<file path="config.mk">
export PLATFORM = sky130hd
export DESIGN_NAME = sha1_hash_engine
export DESIGN_NICKNAME = d
export VERILOG_FILES = /design/src/hdl/sha1he_pkg.sv /design/src/hdl/sha1he_front.sv /design/src/hdl/sha1he_back.sv /design/src/hdl/sha1_hash_engine.sv
export SDC_FILE = /design/constraint.sdc
export NUM_CORES = 2
export LEC_CHECK = 0
export ABC_CLOCK_PERIOD_IN_PS = 39100
export BUFFER_PORTS_ARGS = -buffer_cell sky130_fd_sc_hd__buf_2
export CORE_ASPECT_RATIO = 0.7
export CORE_MARGIN = 2
export CORE_UTILIZATION = 35
export CTS_BUF_LIST = sky130_fd_sc_hd__clkbuf_8
export DETAILED_ROUTE_END_ITERATION = 16
export PLACE_DENSITY = 0.54
export SYNTH_ARGS = -nofsm -noshare
export SYNTH_HDL_FRONTEND = slang
export SYNTH_SLANG_ARGS = --single-unit
</file>
<file path="constraint.sdc">
create_clock -name aclk -period 39.1 [get_ports aclk]
set_clock_uncertainty 0.05 [all_clocks]
set_input_delay 1.955 -clock aclk [delete_from_list [all_inputs] [get_ports aclk]]
set_output_delay 1.955 -clock aclk [all_outputs]
set_load 0.005 [all_outputs]
</file>
<file path="src/hdl/sha1he_pkg.sv">
// Shared types and constants of the SHA-1 hash engine.
`default_nettype none

package sha1he_pkg;

    localparam int QUEUE_DEPTH = 4;

    localparam logic [31:0] H0 = 32'h67452301;
    localparam logic [31:0] H1 = 32'hEFCDAB89;
    localparam logic [31:0] H2 = 32'h98BADCFE;
    localparam logic [31:0] H3 = 32'h10325476;
    localparam logic [31:0] H4 = 32'hC3D2E1F0;

    // Word 0 is the most significant digest word.
    localparam logic [4:0][31:0] INIT_CHAIN = '{H4, H3, H2, H1, H0};

    localparam logic [31:0] K0 = 32'h5A827999;
    localparam logic [31:0] K1 = 32'h6ED9EBA1;
    localparam logic [31:0] K2 = 32'h8F1BBCDC;
    localparam logic [31:0] K3 = 32'hCA62C1D6;

    localparam logic [7:0] PAD_MARK = 8'h80;
    localparam logic [5:0] LEN_POS  = 6'd56;
    localparam logic [5:0] LAST_POS = 6'd63;
    localparam logic [6:0] LAST_ROUND = 7'd79;
    localparam logic [2:0] LAST_WORD_IDX = 3'd4;

    typedef struct packed {
        logic [7:0] data_byte;
        logic       byte_present;
        logic       end_message;
    } item_t;

    typedef enum logic [2:0] {
        ST_IDLE,
        ST_PAD,
        ST_ROUND,
        ST_ADD,
        ST_EMIT
    } back_state_t;

    typedef enum logic [1:0] {
        STEP_MARK,
        STEP_ZERO,
        STEP_LEN
    } pad_step_t;

    typedef enum logic [1:0] {
        RET_IDLE,
        RET_PAD,
        RET_EMIT
    } ret_t;

endpackage

`default_nettype wire

</file>
<file path="src/hdl/sha1he_front.sv">
// Input side: accepts words, drops empty ones and queues the rest for the back end.
`default_nettype none

module sha1he_front #(
    parameter int QUEUE_DEPTH = sha1he_pkg::QUEUE_DEPTH
) (
    input  wire logic              aclk,
    input  wire logic              aresetn,
    input  wire logic              s_axis_tvalid,
    output logic                   s_axis_tready,
    input  wire logic [7:0]        s_axis_tdata,   // [7:0] data_byte
    input  wire logic              s_axis_tuser,   // [0] byte_present
    input  wire logic              s_axis_tlast,   // end_message
    output logic                   q_valid,
    output sha1he_pkg::item_t      q_item,
    input  wire logic              q_pop
);

    localparam int PTR_W = (QUEUE_DEPTH > 1) ? $clog2(QUEUE_DEPTH) : 1;
    localparam int CNT_W = $clog2(QUEUE_DEPTH + 1);

    sha1he_pkg::item_t queue_reg [QUEUE_DEPTH];
    logic [PTR_W-1:0]  wr_ptr_reg, wr_ptr_next;
    logic [PTR_W-1:0]  rd_ptr_reg, rd_ptr_next;
    logic [CNT_W-1:0]  count_reg, count_next;
    logic              push, pop;
    sha1he_pkg::item_t in_item;

    assign s_axis_tready = (count_reg != CNT_W'(QUEUE_DEPTH));
    assign in_item       = '{data_byte: s_axis_tdata, byte_present: s_axis_tuser,
                             end_message: s_axis_tlast};
    // Drop words that carry neither a byte nor an end mark.
    assign push    = s_axis_tvalid && s_axis_tready && (s_axis_tuser || s_axis_tlast);
    assign q_valid = (count_reg != '0);
    assign q_item  = queue_reg[rd_ptr_reg];
    assign pop     = q_pop && q_valid;

    always_comb begin
        wr_ptr_next = wr_ptr_reg;
        rd_ptr_next = rd_ptr_reg;
        count_next  = count_reg;
        if (push) begin
            wr_ptr_next = (wr_ptr_reg == PTR_W'(QUEUE_DEPTH - 1)) ? '0 : wr_ptr_reg + 1'b1;
        end
        if (pop) begin
            rd_ptr_next = (rd_ptr_reg == PTR_W'(QUEUE_DEPTH - 1)) ? '0 : rd_ptr_reg + 1'b1;
        end
        if (push && !pop) begin
            count_next = count_reg + 1'b1;
        end else if (pop && !push) begin
            count_next = count_reg - 1'b1;
        end
    end

    always_ff @(posedge aclk) begin
        if (!aresetn) begin
            wr_ptr_reg <= '0;
            rd_ptr_reg <= '0;
            count_reg  <= '0;
        end else begin
            wr_ptr_reg <= wr_ptr_next;
            rd_ptr_reg <= rd_ptr_next;
            count_reg  <= count_next;
        end
    end

    always_ff @(posedge aclk) begin
        if (push) begin
            queue_reg[wr_ptr_reg] <= in_item;
        end
    end

endmodule

`default_nettype wire

</file>
<file path="src/hdl/sha1he_back.sv">
// Back end: block assembly, padding, 80-round compression and digest output.
`default_nettype none

module sha1he_back (
    input  wire logic              aclk,
    input  wire logic              aresetn,
    input  wire logic              q_valid,
    input  wire sha1he_pkg::item_t q_item,
    output logic                   q_pop,
    output logic                   m_axis_tvalid,
    input  wire logic              m_axis_tready,
    output logic [31:0]            m_axis_tdata,   // [31:0] digest_word
    output logic [2:0]             m_axis_tuser,   // [2:0] word_number
    output logic                   m_axis_tlast    // last_word
);

    sha1he_pkg::back_state_t state_reg, state_next;
    sha1he_pkg::pad_step_t   step_reg, step_next;
    sha1he_pkg::ret_t        ret_reg, ret_next, ret_sel;

    // Block buffer and message schedule share one 16-word shift line; word 0 is on top.
    logic [511:0]      window_reg, window_next;
    logic [4:0][31:0]  chain_reg, chain_next;
    logic [31:0]       a_reg, b_reg, c_reg, d_reg, e_reg;
    logic [31:0]       a_next, b_next, c_next, d_next, e_next;
    logic [6:0]        round_reg, round_next;
    logic [5:0]        pos_reg, pos_next;
    logic [60:0]       total_reg, total_next;
    logic [63:0]       len_reg, len_next;
    logic [2:0]        out_idx_reg, out_idx_next;
    logic              m_valid_reg, m_valid_next;
    logic [31:0]       m_data_reg, m_data_next;
    logic [2:0]        m_user_reg, m_user_next;
    logic              m_last_reg, m_last_next;

    logic              shift_en;
    logic [7:0]        shift_byte;
    logic [31:0]       w_cur, w_new, f_val, k_val, t_val, sched_x;

    assign m_axis_tvalid = m_valid_reg;
    assign m_axis_tdata  = m_data_reg;
    assign m_axis_tuser  = m_user_reg;
    assign m_axis_tlast  = m_last_reg;

    // Round datapath
    assign w_cur   = window_reg[511:480];
    assign sched_x = window_reg[95:64] ^ window_reg[255:224] ^ window_reg[447:416] ^ w_cur;
    assign w_new   = {sched_x[30:0], sched_x[31]};

    always_comb begin
        if (round_reg < 7'd20) begin
            f_val = (b_reg & c_reg) | (~b_reg & d_reg);
            k_val = sha1he_pkg::K0;
        end else if (round_reg < 7'd40) begin
            f_val = b_reg ^ c_reg ^ d_reg;
            k_val = sha1he_pkg::K1;
        end else if (round_reg < 7'd60) begin
            f_val = (b_reg & c_reg) | (b_reg & d_reg) | (c_reg & d_reg);
            k_val = sha1he_pkg::K2;
        end else begin
            f_val = b_reg ^ c_reg ^ d_reg;
            k_val = sha1he_pkg::K3;
        end
    end

    assign t_val = {a_reg[26:0], a_reg[31:27]} + f_val + e_reg + k_val + w_cur;

    always_comb begin
        state_next   = state_reg;
        step_next    = step_reg;
        ret_next     = ret_reg;
        ret_sel      = sha1he_pkg::RET_IDLE;
        window_next  = window_reg;
        chain_next   = chain_reg;
        a_next       = a_reg;
        b_next       = b_reg;
        c_next       = c_reg;
        d_next       = d_reg;
        e_next       = e_reg;
        round_next   = round_reg;
        pos_next     = pos_reg;
        total_next   = total_reg;
        len_next     = len_reg;
        out_idx_next = out_idx_reg;
        m_valid_next = m_valid_reg && !m_axis_tready;
        m_data_next  = m_data_reg;
        m_user_next  = m_user_reg;
        m_last_next  = m_last_reg;
        shift_en     = 1'b0;
        shift_byte   = '0;
        q_pop        = 1'b0;

        case (state_reg)
            sha1he_pkg::ST_IDLE: begin
                q_pop = q_valid;
                if (q_valid) begin
                    if (q_item.end_message) begin
                        state_next = sha1he_pkg::ST_PAD;
                        step_next  = sha1he_pkg::STEP_MARK;
                        ret_sel    = sha1he_pkg::RET_PAD;
                    end
                    if (q_item.byte_present) begin
                        shift_en   = 1'b1;
                        shift_byte = q_item.data_byte;
                        total_next = total_reg + 1'b1;
                    end
                end
            end
            sha1he_pkg::ST_PAD: begin
                shift_en = 1'b1;
                case (step_reg)
                    sha1he_pkg::STEP_MARK: begin
                        shift_byte = sha1he_pkg::PAD_MARK;
                        len_next   = {total_reg, 3'b000};
                        step_next  = sha1he_pkg::STEP_ZERO;
                        ret_sel    = sha1he_pkg::RET_PAD;
                    end
                    sha1he_pkg::STEP_ZERO: begin
                        if (pos_reg == sha1he_pkg::LEN_POS) begin
                            shift_byte = len_reg[63:56];
                            len_next   = {len_reg[55:0], 8'h00};
                            step_next  = sha1he_pkg::STEP_LEN;
                            ret_sel    = sha1he_pkg::RET_EMIT;
                        end else begin
                            shift_byte = 8'h00;
                            ret_sel    = sha1he_pkg::RET_PAD;
                        end
                    end
                    sha1he_pkg::STEP_LEN: begin
                        shift_byte = len_reg[63:56];
                        len_next   = {len_reg[55:0], 8'h00};
                        ret_sel    = sha1he_pkg::RET_EMIT;
                    end
                    default: begin
                        shift_en  = 1'b0;
                        step_next = sha1he_pkg::STEP_ZERO;
                    end
                endcase
            end
            sha1he_pkg::ST_ROUND: begin
                window_next = {window_reg[479:0], w_new};
                a_next      = t_val;
                b_next      = a_reg;
                c_next      = {b_reg[1:0], b_reg[31:2]};
                d_next      = c_reg;
                e_next      = d_reg;
                round_next  = round_reg + 1'b1;
                if (round_reg == sha1he_pkg::LAST_ROUND) begin
                    state_next = sha1he_pkg::ST_ADD;
                end
            end
            sha1he_pkg::ST_ADD: begin
                chain_next[0] = chain_reg[0] + a_reg;
                chain_next[1] = chain_reg[1] + b_reg;
                chain_next[2] = chain_reg[2] + c_reg;
                chain_next[3] = chain_reg[3] + d_reg;
                chain_next[4] = chain_reg[4] + e_reg;
                case (ret_reg)
                    sha1he_pkg::RET_PAD:  state_next = sha1he_pkg::ST_PAD;
                    sha1he_pkg::RET_EMIT: begin
                        state_next   = sha1he_pkg::ST_EMIT;
                        out_idx_next = '0;
                    end
                    default:              state_next = sha1he_pkg::ST_IDLE;
                endcase
            end
            sha1he_pkg::ST_EMIT: begin
                if (!m_valid_reg || m_axis_tready) begin
                    m_valid_next = 1'b1;
                    m_data_next  = chain_reg[out_idx_reg];
                    m_user_next  = out_idx_reg;
                    m_last_next  = (out_idx_reg == sha1he_pkg::LAST_WORD_IDX);
                    if (out_idx_reg == sha1he_pkg::LAST_WORD_IDX) begin
                        // Restore the chaining values for the next message.
                        chain_next   = sha1he_pkg::INIT_CHAIN;
                        total_next   = '0;
                        out_idx_next = '0;
                        state_next   = sha1he_pkg::ST_IDLE;
                    end else begin
                        out_idx_next = out_idx_reg + 1'b1;
                    end
                end
            end
            default: begin
                state_next = sha1he_pkg::ST_IDLE;
            end
        endcase

        // Shift one byte into the block; a full block starts the rounds.
        if (shift_en) begin
            window_next = {window_reg[503:0], shift_byte};
            pos_next    = pos_reg + 1'b1;
            if (pos_reg == sha1he_pkg::LAST_POS) begin
                a_next     = chain_reg[0];
                b_next     = chain_reg[1];
                c_next     = chain_reg[2];
                d_next     = chain_reg[3];
                e_next     = chain_reg[4];
                round_next = '0;
                ret_next   = ret_sel;
                state_next = sha1he_pkg::ST_ROUND;
            end
        end
    end

    always_ff @(posedge aclk) begin
        if (!aresetn) begin
            state_reg   <= sha1he_pkg::ST_IDLE;
            step_reg    <= sha1he_pkg::STEP_MARK;
            ret_reg     <= sha1he_pkg::RET_IDLE;
            chain_reg   <= sha1he_pkg::INIT_CHAIN;
            round_reg   <= '0;
            pos_reg     <= '0;
            total_reg   <= '0;
            out_idx_reg <= '0;
            m_valid_reg <= 1'b0;
        end else begin
            state_reg   <= state_next;
            step_reg    <= step_next;
            ret_reg     <= ret_next;
            chain_reg   <= chain_next;
            round_reg   <= round_next;
            pos_reg     <= pos_next;
            total_reg   <= total_next;
            out_idx_reg <= out_idx_next;
            m_valid_reg <= m_valid_next;
        end
    end

    always_ff @(posedge aclk) begin
        window_reg <= window_next;
        a_reg      <= a_next;
        b_reg      <= b_next;
        c_reg      <= c_next;
        d_reg      <= d_next;
        e_reg      <= e_next;
        len_reg    <= len_next;
        m_data_reg <= m_data_next;
        m_user_reg <= m_user_next;
        m_last_reg <= m_last_next;
    end

endmodule

`default_nettype wire

</file>
<file path="src/hdl/sha1_hash_engine.sv">
// SHA-1 hash engine top level: input queue plus compression back end.
//
// Feed a message one byte per word (tuser high marks a byte in tdata); a word with
// tlast high ends the message after its byte, if any, and the engine returns the
// five 32-bit digest words, most significant first, with the word number in tuser
// and tlast on the fifth. Words with neither flag are dropped. Input words pass
// through a QUEUE_DEPTH-entry queue, so the input keeps accepting while the back
// end is busy until the queue fills. The back end takes one message byte per cycle
// while it is idle; every 64th byte starts the compression rounds and one chaining
// add, all on a single round unit, and no byte is taken until they are done.
// Ending a message shifts in the pad and length one byte per cycle, one byte for
// each position left in the block (up to 64 bytes). When fewer than nine bytes
// are left, the pad spills over: the mark and zeros fill the block and an extra
// compression come first, then a full block of zeros and length. The engine then
// runs the last compression and presents one digest word per cycle while the
// result side is ready.
`default_nettype none

module sha1_hash_engine #(
    parameter int QUEUE_DEPTH = sha1he_pkg::QUEUE_DEPTH
) (
    input  wire logic        aclk,
    input  wire logic        aresetn,
    input  wire logic        s_axis_tvalid,
    output logic             s_axis_tready,
    input  wire logic [7:0]  s_axis_tdata,   // [7:0] data_byte
    input  wire logic        s_axis_tuser,   // [0] byte_present
    input  wire logic        s_axis_tlast,   // end_message
    output logic             m_axis_tvalid,
    input  wire logic        m_axis_tready,
    output logic [31:0]      m_axis_tdata,   // [31:0] digest_word
    output logic [2:0]       m_axis_tuser,   // [2:0] word_number
    output logic             m_axis_tlast    // last_word
);

    logic              q_valid;
    logic              q_pop;
    sha1he_pkg::item_t q_item;

    sha1he_front #(
        .QUEUE_DEPTH (QUEUE_DEPTH)
    ) u_front (
        .aclk          (aclk),
        .aresetn       (aresetn),
        .s_axis_tvalid (s_axis_tvalid),
        .s_axis_tready (s_axis_tready),
        .s_axis_tdata  (s_axis_tdata),
        .s_axis_tuser  (s_axis_tuser),
        .s_axis_tlast  (s_axis_tlast),
        .q_valid       (q_valid),
        .q_item        (q_item),
        .q_pop         (q_pop)
    );

    sha1he_back u_back (
        .aclk          (aclk),
        .aresetn       (aresetn),
        .q_valid       (q_valid),
        .q_item        (q_item),
        .q_pop         (q_pop),
        .m_axis_tvalid (m_axis_tvalid),
        .m_axis_tready (m_axis_tready),
        .m_axis_tdata  (m_axis_tdata),
        .m_axis_tuser  (m_axis_tuser),
        .m_axis_tlast  (m_axis_tlast)
    );

endmodule

`default_nettype wire

</file>
======== Yosys cells after proc, flatten, opt, wreduce, memory -nomap -nowiden ========
Memory sizes are Yosys's and may differ from the RTL's. A register that Yosys moved wholly into a read port is not among the register bits.
Index checks and enable logic that the tools add are counted.
storage, ports and cells
  register bits ........................... 1024
  bits in writable memories ............... 40
  output and inout bits ................... 38
  memories kept ........................... 1
operators by class
  $add $sub $neg .......................... 17
  magnitude comparators ................... 4
  eq/ne operators ......................... 24
  mux-type cells .......................... 81
  bitwise logic cells ..................... 13
  reduce and logical (&&, ||, !) cells .... 29
memory list
  memory             depth  width  rd ports  clocked after memory_dff  wr ports  line                RTL
  u_front.queue_reg  4      10     1         1                         1         sha1he_front.sv:22  sha1he_pkg::item_t queue_reg [QUEUE_DEPTH];
operator list
  cell                                                count
  two-way mux 512 bit                                 2
  two-way mux 32 bit                                  21
  two-way mux 160 bit                                 2
  case mux 160 bit (2 select lines)                   1
  adder 32 bit                                        9
  two-way mux 61 bit                                  4
  case mux 64 bit (3 select lines)                    1
  XOR 32 bit                                          5
  bitwise AND 32 bit                                  4
  case mux 61 bit (2 select lines)                    1
  binary-select mux 32 bit (select 3 bit)             1
  OR 32 bit                                           3
  two-way mux 64 bit                                  1
  adder 61 x 1 -> 61 bit, second input constant       1
  two-way mux 3 bit                                   12
  NOT 32 bit                                          1
  two-way mux 31 bit                                  1
  two-way mux 8 bit                                   3
  case mux 8 bit (3 select lines)                     1
  two-way mux 7 bit                                   3
  two-way mux 2 bit                                   9
  case mux 8 bit (2 select lines)                     1
  case mux 3 bit (5 select lines)                     1
  < comparator 7 x 6 -> 1 bit, second input constant  2
  34 further kinds                                    78

======== Depth between registers and ports, before layout ========
  word-level depth ........................ 13
  depth in mapped cells ................... 25
  depth with buffers taken out ............ 24

======== By module ========
From an unflattened synthesis, not the netlist that was laid out.
unflattened totals
  cell total of the unflattened synthesis .. 6158
  area, all modules ....................... 57184.8 um2
by module, submodules not included
  module        times used  cells an instance  area an instance (um2)  sequential area each (um2)
  sha1he_back   1           6055               55254.2                 26395.3
  sha1he_front  1           103                1930.6                  1381.3

======== Worst setup path before layout ========
No wires, ideal clock.
  path kind ............................... register to register
  start point ............................. register with a tool-made name
  end point ............................... register u_back.window_reg[0], enable pin
  library setup time ...................... 3644 ps
  data arrival time ....................... 10515 ps
  data required time ...................... 35406 ps
  path slack .............................. 24891 ps
  stages on the path, launching flop included .. 9
  clock period less this slack ............ 14209 ps
  cell sequence ........................... dfxtp_1 > buf_4 > mux4_2 > and2_1 > buf_2 > nor2_1 > clkbuf_1 > clkbuf_1 > nand2_1
RTL lines
  what                  line                RTL
  end signal, assigned  sha1he_back.sv:231  window_reg <= window_next;
  end, declared         sha1he_back.sv:22   logic [511:0] window_reg, window_next;

======== Final worst setup path ========
  start point ............................. register u_back.round_reg[5]
  end point ............................... register u_back.a_reg[23]
on the way
  word-level cells in the longest chain between the ends .. 11
ends and longest elaborated chain
  what                          line                RTL
  start, declared               sha1he_back.sv:26   logic [6:0] round_reg, round_next;
  start signal, assigned        sha1he_back.sv:222  round_reg <= round_next;
  < comparator 7 x 6 -> 1 bit   sha1he_back.sv:57   end else if (round_reg < 7'd60) begin
  two-way mux 32 bit            sha1he_back.sv:57
  two-way mux 32 bit            sha1he_back.sv:54   end else if (round_reg < 7'd40) begin
  two-way mux 32 bit            sha1he_back.sv:51   if (round_reg < 7'd20) begin
  adder 32 bit (2 in series)    sha1he_back.sv:66   assign t_val = {a_reg[26:0], a_reg[31:27]} + f_val + e_reg + k_val + w_cur;
  adder 32 bit * (2 in series)  sha1he_back.sv:66
  two-way mux 32 bit *          sha1he_back.sv:93   case (state_reg)
  two-way mux 32 bit            sha1he_back.sv:193  if (pos_reg == sha1he_pkg::LAST_POS) begin
  two-way mux 32 bit *          sha1he_back.sv:190  if (shift_en) begin
  net u_back.a_next[23]         sha1he_back.sv:25   logic [31:0] a_next, b_next, c_next, d_next, e_next;
  end signal, assigned          sha1he_back.sv:232  a_reg <= a_next;
  end, declared                 sha1he_back.sv:24   logic [31:0] a_reg, b_reg, c_reg, d_reg, e_reg;
The timed path passes the listed nets; every way through them passes the cells marked *.
A chain may end at the register's enable or synchronous reset.

==> results.txt <==
Largest family of logic cells by synthesized area: simple AND/OR/NAND/NOR gates
Pwr Density: 77.7 mW/mm²
Antenna Violating Nets Remaining: 1
Post-synth top area share: 34.0%
Worst slew margin: 16.3%
DR iter-0 viols: 4567
CTS tree: built
Rows: 124
Critical path type: reg2reg
DR WL/cell: 19.8 µm
Vias in the first global route: 41200
Area grow syn2layout: 10.4%
R2R Path Start: u_back.round_reg[5]
Reg2reg end: u_back.a_reg[23]
CTS root buffer: clkbuf_8
Antenna violations before repair: 15
Measured slew at the worst slew-check pin: 1.25 ns
Top cells by area, synth: edfxtp_1 (34%), dfxtp_1 (14%), nand2_1 (13%)
Period Utilization, post-route: 16.6%
Hold WC Path Type: reg2reg
Failing checks: antenna violations
Max Root-Sink Buffers: 3
Max Cap Viol: 0
CP endpoint kind: flip-flop
Fin crit period: 6.49 ns
Post-CTS setup buffers: 0
Adder-Cell Fraction of Synth Area: 9.51%
FFs w/ async S/R, synth: 0%
Reg2Reg Setup Slack: 32.61 ns
Total power: 4930 µW
Detailed-route via count: 44400
Setup ws final: 32.61 ns
Final slew viol count: 0
Simple-Gate Fraction of Synth Area: 20.0%
GRT busiest layer: met1
Max frequency: 154 MHz
Finished Layout Cells: 8539
Post-synthesis compound-gate area fraction: 10.9%
Dpl ws: 32.75 ns
XOR/XNOR share of the synthesized area: 4.65%
Worst-Skew Late Latency: 0.93 ns
Die Wd: 488 µm
P_leak: 0.0264 µW
Final setup fails: 0
Largest net degree at the start of global routing: 172
Drt drc: 0
Met3 usage: 5.52%
Top post-synthesis cells by count: nand2_1 (1931), edfxtp_1 (649), nor2_1 (440), dfxtp_1 (414), inv_1 (264)
Worst-path clk slew: 0.07 ns
# fillers: 16400
Syn Inst Count: 6177
Netlist cell types: 92
CP max FO: 34
Drt pass-1 iters: 6
Placed insts: 8206
First-pass GRT wire length: 256000 µm
Storage cell area: 0.0278 mm²
Status: finished, violations left
Top_reg_cell synth: edfxtp_1
CTS Sinks: 1063
Vias/cell: 5.20
Core footprint: 0.163 mm²
Crit path DAT: 7.17 ns
Required time worst endpoint: 39.79 ns
Nets@finish: 6553
GR Overflow Total: 0
Flops & latches, synth: 1063
Initial Util: 35.2%
Flip-flop count of the largest register after layout: 512
Syn Nets: 6552
Die ar.: 0.167 mm²
Gr usage total: 19.9%
RSZ-0062 raised after global routing: false
RD Place Congestion: 0.930
YS warnings: 0
Share of cells above drive strength 1: 7.70%
Min-Delay Startpoint: u_front.rd_ptr_reg[1]
Worst R2R Path Depth: 23
Multi-input gate area: 0.0276 mm²
Met1 usage: 31.7%
Detailed Place HPWL: 115000 µm
Post-synth EDFFs: 649
Boundary pin count: 52
Cell with the most instances after synthesis: nand2_1
CTS resizes: 0
H-Tree Depth: 4
Seq/Total Area, Yosys: 48.4%
Maximum VDD drop: 85.3 µV
Met2 usage: 25.6%
Cell Area, Synth: 0.0574 mm²
Synth area leader: edfxtp_1
Hold-fix buffers, CTS: 0
Syn avg cell area: 9.29 µm²
Post-synthesis mux area share: 2.87%
Post-route setup TNS: 0 ns
Hold Crit Depth: 2
Die height: 343 µm
CTS Buf Count: 175
Nature of the critical path startpoint: flip-flop
Hold Violations, Final: 0
IO buf count: 51
Post-Route WL: 169000 µm
cell type report:
class,instances,area share (%)
diodes,8,0.0316
flip-flops and latches,1063,43.8
inverters,266,1.58
clock inverters,122,1.18
well taps,2205,4.35
clock buffers,203,4.41
repair buffers,108,1.10
multi-input cells,4564,43.5
layout by cell type (no fill, tap or decap), types with 89 or more instances in the layout:
| cell type | Yosys | final |
|---|---|---|
| nor2_1 | 440 | 434 |
| nand2_1 | 1931 | 1926 |
| nand3_1 | 90 | 89 |
| fa_1 | 125 | 125 |
| a31oi_1 | 152 | 152 |
| a21oi_1 | 203 | 203 |
| ha_1 | 236 | 235 |
| clkbuf_8 | 0 | 203 |
| dfxtp_1 | 414 | 412 |
| xor2_1 | 106 | 106 |
| xnor2_1 | 199 | 199 |
| inv_1 | 264 | 342 |
| o21ai_0 | 263 | 263 |
| edfxtp_1 | 649 | 649 |
worst max-delay path by stage:
stage / start / to / slack [ns] / cells past startpoint
floorplan: flip-flop / u_back.window_reg[0] / 24.89 / 8
global placement: u_back.round_reg[4] / u_back.a_reg[23] / 32.92 / 23
detailed placement: u_back.round_reg[4] / u_back.a_reg[29] / 32.75 / 23
CTS: u_back.round_reg[4] / u_back.a_reg[23] / 32.69 / 23
global route: u_back.round_reg[4] / u_back.a_reg[29] / 32.15 / 23
finish: u_back.round_reg[5] / u_back.a_reg[23] / 32.61 / 23
stage by stage:
step | hold WS [ns] | area [µm²] | utilization [%]
6_report | 0.437 | 63400 | 38.9
5_1_grt | 0.471 | 63300 | 38.8
4_1_cts | 0.441 | 63300 | 38.8
3_5_place_dp | 0.432 | 59800 | 36.7
3_3_place_gp | 0.418 | 59800 | 36.7
2_1_floorplan | 0.382 | 57400 | -
report_power, final:
| part | switching, µW | leakage [µW] | internal [µW] |
|---|---|---|---|
| clock | 499 | 0.00209 | 512 |
| sequential | 260 | 0.00958 | 1820 |
| combinational | 1200 | 0.0147 | 629 |
| total | 1960 | 0.0264 | 2960 |
worst max-delay path, stage by stage (launching register included):
cell and delay, ns:
dfxtp_1 0.43, o21ai_0 0.17, nor3_1 0.32, clkinv_1 0.18, nand2_1 0.15, buf_4 0.43
nor2_1 0.07, nor2_1 0.16, fa_1 0.47, fa_1 0.49, inv_1 0.05, fa_1 0.48
inv_1 0.04, ha_1 0.30, nor2b_1 0.14, o21ai_0 0.20, a21boi_0 0.23, o21ai_0 0.45
o21ai_1 0.25, a31o_2 0.32, o41ai_1 0.47, o21ai_0 0.21, xnor2_1 0.15, o21ai_0 0.08
per-layer routing:
layer / wire (µm) / vias up
li1: - / 21200
met2: 64400 / 1555
met5: 44 / -
met1: 85600 / 21500
met4: 2930 / 6
met3: 15900 / 213
cell families (layout without fill, tap and decap cells):
group,Yosys count,after routing
and+or+nand+nor,2804,2804
AOI/OAI and AO/OA,988,988
adders and majority gates,361,361
DFF,1063,1063
buffers and inverters,550,699
xor gates and xnor gates,305,305
muxes,106,106
other,0,8
Power figures use the tool's default switching activity.
